==> src/rtl/tzec_pkg.sv <==
`default_nettype none

package tzec_pkg;

    // Field widths fixed by the panel interface.
    localparam int RAW_W = 12;
    localparam int ROW_W = 8;
    localparam int HOLD_W = 16;
    localparam int TIME_W = 32;
    localparam int EV_W = 3;
    localparam int SX_W = 9;
    localparam int SY_W = 8;
    localparam int CFG_IDX_W = 3;
    localparam int CFG_DATA_W = 16;

    // Event codes.
    localparam logic [EV_W-1:0] EV_NONE = 3'd0;
    localparam logic [EV_W-1:0] EV_PREV = 3'd1;
    localparam logic [EV_W-1:0] EV_SELECT = 3'd2;
    localparam logic [EV_W-1:0] EV_NEXT = 3'd3;
    localparam logic [EV_W-1:0] EV_BACK = 3'd4;

    // Configuration register indexes.
    localparam logic [CFG_IDX_W-1:0] REG_CAL_MIN_X = 3'd0;
    localparam logic [CFG_IDX_W-1:0] REG_CAL_MAX_X = 3'd1;
    localparam logic [CFG_IDX_W-1:0] REG_CAL_MIN_Y = 3'd2;
    localparam logic [CFG_IDX_W-1:0] REG_CAL_MAX_Y = 3'd3;
    localparam logic [CFG_IDX_W-1:0] REG_FOOTER_TOP_ROW = 3'd4;
    localparam logic [CFG_IDX_W-1:0] REG_HEADER_ROWS = 3'd5;
    localparam logic [CFG_IDX_W-1:0] REG_HOLDOFF_MS = 3'd6;

    // Calibration window defaults and the minimum usable span.
    localparam logic [RAW_W-1:0] DEF_CAL_MIN = 12'd200;
    localparam logic [RAW_W-1:0] DEF_CAL_MAX = 12'd3800;
    localparam logic [RAW_W-1:0] CAL_MIN_SPAN = 12'd200;

    // Reset values of the remaining registers.
    localparam logic [ROW_W-1:0] DEF_FOOTER_TOP_ROW = 8'd210;
    localparam logic [ROW_W-1:0] DEF_HEADER_ROWS = 8'd30;
    localparam logic [HOLD_W-1:0] DEF_HOLDOFF_MS = 16'd90;

    // Zone boundaries in screen columns.
    localparam logic [7:0] ZONE_PREV_END = 8'd106;
    localparam logic [7:0] ZONE_SEL_END = 8'd213;
    localparam logic [7:0] BACK_COL_END = 8'd60;

endpackage

`default_nettype wire

==> src/rtl/tzec_div.sv <==
`default_nettype none

// Restoring divider that retires one quotient bit per cycle.
module tzec_div
    import tzec_pkg::*;
#(
    parameter int NUM_W = 21
)
(
    input  wire logic             clk,
    input  wire logic             rst_n,
    input  wire logic             start,
    input  wire logic [NUM_W-1:0] numer,
    input  wire logic [RAW_W-1:0] denom,
    output logic                  done,
    output logic [NUM_W-1:0]      quot
);

    localparam int CNT_W = $clog2(NUM_W + 1);

    logic [NUM_W-1:0] shift_reg;
    logic [RAW_W-1:0] rem_reg;
    logic [RAW_W-1:0] den_reg;
    logic [CNT_W-1:0] cnt_reg;
    logic             busy_reg;
    logic             done_reg;

    logic [RAW_W:0]   rem_shift;
    logic             fits;
    logic [RAW_W:0]   rem_sub;

    // One trial subtraction of the divisor from the shifted remainder.
    always_comb
    begin
        rem_shift = {rem_reg, shift_reg[NUM_W-1]};
        fits = (rem_shift >= {1'b0, den_reg});
        rem_sub = rem_shift - {1'b0, den_reg};
    end

    // Shift register holds the remaining numerator bits and collects quotient bits.
    always_ff @(posedge clk or negedge rst_n)
    begin
        if (!rst_n)
        begin
            busy_reg <= 1'b0;
            done_reg <= 1'b0;
            cnt_reg <= '0;
            shift_reg <= '0;
            rem_reg <= '0;
            den_reg <= '0;
        end
        else
        begin
            done_reg <= 1'b0;
            if (start)
            begin
                busy_reg <= 1'b1;
                cnt_reg <= CNT_W'(NUM_W);
                shift_reg <= numer;
                rem_reg <= '0;
                den_reg <= denom;
            end
            else if (busy_reg)
            begin
                rem_reg <= fits ? rem_sub[RAW_W-1:0] : rem_shift[RAW_W-1:0];
                shift_reg <= {shift_reg[NUM_W-2:0], fits};
                cnt_reg <= cnt_reg - CNT_W'(1);
                if (cnt_reg == CNT_W'(1))
                begin
                    busy_reg <= 1'b0;
                    done_reg <= 1'b1;
                end
            end
        end
    end

    assign done = done_reg;
    assign quot = shift_reg;

endmodule

`default_nettype wire

==> src/rtl/touch_zone_event_classifier.sv <==
`default_nettype none

// Touch zone event classifier. Each input transaction is one touch-panel sample
// and produces exactly one output transaction. A sample without contact, a held
// press or a press inside the hold-off time is answered with event 0 and a zero
// point, registered in the cycle after the sample is taken. An accepted press
// is mapped through the calibration window, or the default window when a span
// is too narrow, onto the screen by one shared serial divider, first for X and
// then for Y; the divider retires one quotient bit per cycle. The block takes
// no new sample while a press is being mapped. Configuration writes are taken
// at any time the block is idle, and a write to any calibration register
// clears the press latch.
module touch_zone_event_classifier
    import tzec_pkg::*;
#(
    parameter int SCREEN_MAX_X = 319,
    parameter int SCREEN_MAX_Y = 239
)
(
    input  wire logic                  clk,
    input  wire logic                  rst_n,

    input  wire logic                  cfg_we,
    input  wire logic [CFG_IDX_W-1:0]  cfg_index,
    input  wire logic [CFG_DATA_W-1:0] cfg_data,

    input  wire logic                  in_valid,
    output logic                       in_stall,
    input  wire logic                  touched,
    input  wire logic [RAW_W-1:0]      raw_x,
    input  wire logic [RAW_W-1:0]      raw_y,
    input  wire logic [TIME_W-1:0]     now_ms,

    output logic                       out_valid,
    input  wire logic                  out_stall,
    output logic [EV_W-1:0]            event_res,
    output logic [SX_W-1:0]            screen_x,
    output logic [SY_W-1:0]            screen_y
);

    localparam int XW = $clog2(SCREEN_MAX_X + 1);
    localparam int YW = $clog2(SCREEN_MAX_Y + 1);
    localparam int TW = (XW > YW) ? XW : YW;
    localparam int NUM_W = RAW_W + TW;
    localparam int CW = (TW > 8) ? TW : 8;
    localparam logic [TW-1:0] TOP_X = TW'(SCREEN_MAX_X);
    localparam logic [TW-1:0] TOP_Y = TW'(SCREEN_MAX_Y);

    typedef enum logic [1:0] {
        ST_IDLE,
        ST_MAP,
        ST_DIV,
        ST_DONE
    } state_t;

    state_t            state_reg;
    logic              axis_reg;

    logic [RAW_W-1:0]  cal_min_x_reg;
    logic [RAW_W-1:0]  cal_max_x_reg;
    logic [RAW_W-1:0]  cal_min_y_reg;
    logic [RAW_W-1:0]  cal_max_y_reg;
    logic [ROW_W-1:0]  footer_top_row_reg;
    logic [ROW_W-1:0]  header_rows_reg;
    logic [HOLD_W-1:0] holdoff_ms_reg;

    logic              press_latched_reg;
    logic [TIME_W-1:0] last_event_time_reg;

    logic [RAW_W-1:0]  raw_x_reg;
    logic [RAW_W-1:0]  raw_y_reg;
    logic [XW-1:0]     x_reg;
    logic [YW-1:0]     y_reg;

    logic              out_valid_reg;
    logic [EV_W-1:0]   event_res_reg;
    logic [SX_W-1:0]   screen_x_reg;
    logic [SY_W-1:0]   screen_y_reg;

    logic              out_free;
    logic              in_accept;
    logic [TIME_W-1:0] elapsed;
    logic              press_ok;
    logic              win_ok;
    logic [RAW_W-1:0]  lo_sel;
    logic [RAW_W-1:0]  hi_sel;
    logic [RAW_W-1:0]  raw_sel;
    logic [TW-1:0]     top_sel;
    logic              below_win;
    logic [NUM_W-1:0]  product;
    logic [RAW_W-1:0]  span;
    logic              div_start;
    logic              div_done;
    logic [NUM_W-1:0]  div_quot;
    logic [TW-1:0]     quot_clamped;
    logic [EV_W-1:0]   ev_class;

    // Handshake: a sample is taken only when idle and the result slot frees up.
    assign out_free = !out_valid_reg || !out_stall;
    assign in_stall = !((state_reg == ST_IDLE) && out_free);
    assign in_accept = in_valid && !in_stall;

    // Press qualification with wrapping elapsed time.
    always_comb
    begin
        elapsed = now_ms - last_event_time_reg;
        press_ok = !press_latched_reg && (elapsed >= TIME_W'(holdoff_ms_reg));
    end

    // Calibration window selection and operands for the current axis.
    always_comb
    begin
        win_ok = ((RAW_W + 1)'(cal_min_x_reg) + (RAW_W + 1)'(CAL_MIN_SPAN)
                    < (RAW_W + 1)'(cal_max_x_reg))
              && ((RAW_W + 1)'(cal_min_y_reg) + (RAW_W + 1)'(CAL_MIN_SPAN)
                    < (RAW_W + 1)'(cal_max_y_reg));
        if (axis_reg)
        begin
            raw_sel = raw_y_reg;
            lo_sel = win_ok ? cal_min_y_reg : DEF_CAL_MIN;
            hi_sel = win_ok ? cal_max_y_reg : DEF_CAL_MAX;
            top_sel = TOP_Y;
        end
        else
        begin
            raw_sel = raw_x_reg;
            lo_sel = win_ok ? cal_min_x_reg : DEF_CAL_MIN;
            hi_sel = win_ok ? cal_max_x_reg : DEF_CAL_MAX;
            top_sel = TOP_X;
        end
        below_win = (raw_sel <= lo_sel);
        product = NUM_W'(raw_sel - lo_sel) * NUM_W'(top_sel);
        span = hi_sel - lo_sel;
        div_start = (state_reg == ST_MAP) && !below_win;
        quot_clamped = (div_quot > NUM_W'(top_sel)) ? top_sel : TW'(div_quot);
    end

    // Shared divider, run at most once per axis; an axis at or below the window's low edge skips it.
    tzec_div #(
        .NUM_W (NUM_W)
    ) u_div (
        .clk   (clk),
        .rst_n (rst_n),
        .start (div_start),
        .numer (product),
        .denom (span),
        .done  (div_done),
        .quot  (div_quot)
    );

    // Zone classification of the mapped point.
    always_comb
    begin
        if (CW'(y_reg) >= CW'(footer_top_row_reg))
        begin
            if (CW'(x_reg) < CW'(ZONE_PREV_END))
            begin
                ev_class = EV_PREV;
            end
            else if (CW'(x_reg) < CW'(ZONE_SEL_END))
            begin
                ev_class = EV_SELECT;
            end
            else
            begin
                ev_class = EV_NEXT;
            end
        end
        else if ((CW'(x_reg) < CW'(BACK_COL_END)) && (CW'(y_reg) < CW'(header_rows_reg)))
        begin
            ev_class = EV_BACK;
        end
        else
        begin
            ev_class = EV_NONE;
        end
    end

    // Sequencer, configuration registers, press state and the output register.
    always_ff @(posedge clk or negedge rst_n)
    begin
        if (!rst_n)
        begin
            state_reg <= ST_IDLE;
            axis_reg <= 1'b0;
            cal_min_x_reg <= DEF_CAL_MIN;
            cal_max_x_reg <= DEF_CAL_MAX;
            cal_min_y_reg <= DEF_CAL_MIN;
            cal_max_y_reg <= DEF_CAL_MAX;
            footer_top_row_reg <= DEF_FOOTER_TOP_ROW;
            header_rows_reg <= DEF_HEADER_ROWS;
            holdoff_ms_reg <= DEF_HOLDOFF_MS;
            press_latched_reg <= 1'b0;
            last_event_time_reg <= '0;
            raw_x_reg <= '0;
            raw_y_reg <= '0;
            x_reg <= '0;
            y_reg <= '0;
            out_valid_reg <= 1'b0;
            event_res_reg <= EV_NONE;
            screen_x_reg <= '0;
            screen_y_reg <= '0;
        end
        else
        begin
            if (out_valid_reg && !out_stall)
            begin
                out_valid_reg <= 1'b0;
            end

            // Configuration writes; calibration changes drop the press latch.
            if (cfg_we)
            begin
                case (cfg_index)
                    REG_CAL_MIN_X:
                    begin
                        cal_min_x_reg <= cfg_data[RAW_W-1:0];
                        press_latched_reg <= 1'b0;
                    end
                    REG_CAL_MAX_X:
                    begin
                        cal_max_x_reg <= cfg_data[RAW_W-1:0];
                        press_latched_reg <= 1'b0;
                    end
                    REG_CAL_MIN_Y:
                    begin
                        cal_min_y_reg <= cfg_data[RAW_W-1:0];
                        press_latched_reg <= 1'b0;
                    end
                    REG_CAL_MAX_Y:
                    begin
                        cal_max_y_reg <= cfg_data[RAW_W-1:0];
                        press_latched_reg <= 1'b0;
                    end
                    REG_FOOTER_TOP_ROW: footer_top_row_reg <= cfg_data[ROW_W-1:0];
                    REG_HEADER_ROWS:    header_rows_reg <= cfg_data[ROW_W-1:0];
                    REG_HOLDOFF_MS:     holdoff_ms_reg <= cfg_data[HOLD_W-1:0];
                    default:            ;
                endcase
            end

            case (state_reg)
                ST_IDLE:
                begin
                    if (in_accept)
                    begin
                        if (touched && press_ok)
                        begin
                            press_latched_reg <= 1'b1;
                            last_event_time_reg <= now_ms;
                            raw_x_reg <= raw_x;
                            raw_y_reg <= raw_y;
                            axis_reg <= 1'b0;
                            state_reg <= ST_MAP;
                        end
                        else
                        begin
                            if (!touched)
                            begin
                                press_latched_reg <= 1'b0;
                            end
                            out_valid_reg <= 1'b1;
                            event_res_reg <= EV_NONE;
                            screen_x_reg <= '0;
                            screen_y_reg <= '0;
                        end
                    end
                end
                ST_MAP:
                begin
                    if (below_win)
                    begin
                        if (axis_reg)
                        begin
                            y_reg <= '0;
                            state_reg <= ST_DONE;
                        end
                        else
                        begin
                            x_reg <= '0;
                            axis_reg <= 1'b1;
                        end
                    end
                    else
                    begin
                        state_reg <= ST_DIV;
                    end
                end
                ST_DIV:
                begin
                    if (div_done)
                    begin
                        if (axis_reg)
                        begin
                            y_reg <= YW'(quot_clamped);
                            state_reg <= ST_DONE;
                        end
                        else
                        begin
                            x_reg <= XW'(quot_clamped);
                            axis_reg <= 1'b1;
                            state_reg <= ST_MAP;
                        end
                    end
                end
                ST_DONE:
                begin
                    if (out_free)
                    begin
                        out_valid_reg <= 1'b1;
                        event_res_reg <= ev_class;
                        screen_x_reg <= SX_W'(x_reg);
                        screen_y_reg <= SY_W'(y_reg);
                        state_reg <= ST_IDLE;
                    end
                end
                default:
                begin
                    state_reg <= ST_IDLE;
                end
            endcase
        end
    end

    assign out_valid = out_valid_reg;
    assign event_res = event_res_reg;
    assign screen_x = screen_x_reg;
    assign screen_y = screen_y_reg;

endmodule

`default_nettype wire

==> config.mk <==
export PLATFORM = sky130hd
export DESIGN_NAME = touch_zone_event_classifier
export DESIGN_NICKNAME = d
export VERILOG_FILES = /design/src/rtl/tzec_pkg.sv /design/src/rtl/tzec_div.sv /design/src/rtl/touch_zone_event_classifier.sv
export SDC_FILE = /design/constraint.sdc
export NUM_CORES = 1
export LEC_CHECK = 0
export BUFFER_PORTS_ARGS = -buffer_cell sky130_fd_sc_hd__buf_2
export CAP_MARGIN = 20
export CORE_ASPECT_RATIO = 0.7
export CORE_UTILIZATION = 45
export DETAILED_ROUTE_END_ITERATION = 7
export SLEW_MARGIN = 20
export SYNTH_ARGS = -nofsm -noshare
export SYNTH_HDL_FRONTEND = slang
export SYNTH_SLANG_ARGS = --single-unit
==> constraint.sdc <==
create_clock -name clk -period 10.95 [get_ports clk]
set_clock_uncertainty 0.1 [all_clocks]
set_input_delay 0.5475 -clock clk [delete_from_list [all_inputs] [get_ports clk]]
set_output_delay 0.5475 -clock clk [all_outputs]
set_load 0.01 [all_outputs]
==> impl_metrics.tcl <==
set metrics [dict create \
    worst_slew_pin_slew_ns 1.05 \
    synth_fp_nets 2307 \
    slew_viol_final 0 \
    globalplace.congestion 0.868 \
    nFillCells 3817 \
    floorplan.initialDensity_pct 45.8 \
    cts_buffer_depth 3 \
    placement.io_buffers 102 \
    synth_top_cell_area_share_pct 26.4 \
    max-cap-violations 0 \
    ys_types 85 \
    ant_nets 0 \
    synthFlopType "dfrtp_1" \
    cts.htree.levels 1 \
    nets 2373 \
    final_cell_mix "inv_1 (214), dfrtp_1 (196), ha_1 (178)" \
    placed_cells 2557 \
    vias 14600 \
    clkSinkCount 230 \
    rows 62 \
    drt_first_pass_iters 5 \
    mostFrequentLayoutCell "inv_1" \
    finalSetupViolations 0 \
    min_period_over_period_pct 94.5 \
    postCtsHoldBufs 1 \
    worstSetupEndpointType "register" \
    critPathMaxFanout 9 \
    cts_buffers 27 \
    cp_slowest_cell "fa_1" \
    area_growth_pct 10.5 \
    grt_pass1_wl_mm 77.4 \
    die_h_um 173 \
    core_mm2 0.0410 \
    finalWirelength_mm 47.2 \
    final_layout_size_suffix_gt1_share_pct 18.1 \
    synth_area_leaders "dfrtp_1 (26%), ha_1 (12%), mux2_2 (8.4%)" \
    synth_area_mm2 0.0188 \
    finalSetupTns_ns 0 \
    cts_root_buf "clkbuf_16" \
    crit_type "reg2reg" \
    tritoncts "built" \
    status "complete, no violations" \
    largest_register_ffs 32 \
    synth-seq-cells 230 \
    synthCells 1977 \
    drc 0 \
    max_slew_margin_pct 30.2 \
    synth-edff-count 0 \
    syn_area_per_cell_um2 9.50 \
    post_cts_resized 0 \
    clk_latency_ns 0.56 \
    cts_setup_buffers 0 \
    grt-ovfl-total 0 \
    grt_setup_unrepaired "no" \
    hold_class "in2reg" \
    wire_per_inst_um 18.1 \
    crit_arrival_ns 10.67 \
    ios 103 \
    seq_area_frac_synth_pct 30.9 \
    die_area_mm2 0.0426 \
    min_period_ns 10.34 \
    fp.dieW_um 246 \
    async_flop_share_pct 100 \
    max_stage_delay_ns 0.57 \
    cp.required_ns 11.28 \
    crit_path_start_kind "register" \
    grt_max_degree 118 \
    place_hpwl_mm 35.9 \
    antenna_found_initial 0 \
    timing.fmax_ghz 0.0967 \
    grt_pass1_vias 14100 \
    initialDrtViolationCount 1185 \
    post-synth-top-area-cell "dfrtp_1" \
    path_clk_slew_ns 0.06 \
    track_usage_pct 22.6 \
    fin_cells 2609 \
    finalHoldViolCount 0 \
    yosysWarnings 0 \
    via_per_inst 5.58 \
]
## cell usage after synthesis (all sizes together), types with 42 or more instances
master    n
mux2i    45
nand3    42
clkbuf   58
xnor2    56
fa       71
nor2     95
mux2    151
o21ai   125
inv     214
ha      178
dfrtp   198
nand2   147
a21oi   112
## stage by stage
stage	setup WS [ns]	hold WS [ns]	instance area, um^2	utilization [%]
after floorplan	1.47	0.152	18800	-
after global placement	0.903	0.364	19800	48.2
after detailed placement	0.655	0.374	19800	48.2
after CTS	0.613	0.0933	20700	50.5
after global routing	0.000616	0.104	20800	50.6
final	0.607	0.110	20800	50.6
## kinds of logic (layout without fill, tap and decap cells)
group	after synthesis	after routing	share of synthesized area, %
multiplexers	196	196	11.6
AO/OA/AOI/OAI	450	450	15.7
buffers and inverters	295	382	6.13
flip-flops	230	230	30.9
adder cells (fa/ha/maj)	249	249	19.4
XOR/XNOR	84	84	3.92
AND/OR/NAND/NOR	471	471	12.3
other	2	3	0.0400
## per-layer routing
metal  vias up  GRT usage [%]  share of wire, %
li1       7084              -                 -
met1      7082           36.8                54
met2       348           31.6                40
met3        51           3.09               4.8
met4         0           3.62               1.4
met5         -              0                 0
## worst max-delay path: cells and delay by family, from the launching register on
family                     cells  cell delay (ns)
adders and majority gates      9             3.60
AOI/OAI and AO/OA             15             3.08
and+or+nand+nor                8             1.80
xor gates and xnor gates       3             0.79
DFF                            1             0.56
buffers and inverters          5             0.29
## area by class of cell
| cell class | count | area, um^2 | share of cell area, % |
|---|---|---|---|
| multi-input combinational | 1452 | 11900 | 57.2 |
| clock inverter | 14 | 229 | 1.10 |
| inverter | 215 | 807 | 3.89 |
| sequential | 230 | 5800 | 27.9 |
| timing repair buffer | 117 | 636 | 3.06 |
| clock buffer | 36 | 729 | 3.51 |
| antenna | 1 | 2.50 | 0.0121 |
| tap | 544 | 681 | 3.28 |
## worst paths after layout
kind / cells after the start / endpoint / slack (ns) / start
min: 2 / raw_x_reg[11]$_DFFE_PN0P_ / 0.11 / raw_x[11]
max reg2reg: 40 / u_div.quot[20]$_DFFE_PN0P_ / 0.61 / cal_min_y_reg[3]$_DFFE_PN1P_
min reg2reg: 2 / u_div.den_reg[5]$_DFFE_PN0P_ / 0.38 / u_div.den_reg[5]$_DFFE_PN0P_
max: 40 / u_div.quot[20]$_DFFE_PN0P_ / 0.61 / cal_min_y_reg[3]$_DFFE_PN1P_
min in group asynchronous: 2 / last_event_time_reg[25]$_DFFE_PN0P_ / 0.51 / rst_n
max in group asynchronous: 4 / raw_x_reg[2]$_DFFE_PN0P_ / 8.13 / rst_n
Power is not shown: default switching activity piles up to over one toggle a cycle in this logic, so the estimate is an artifact.
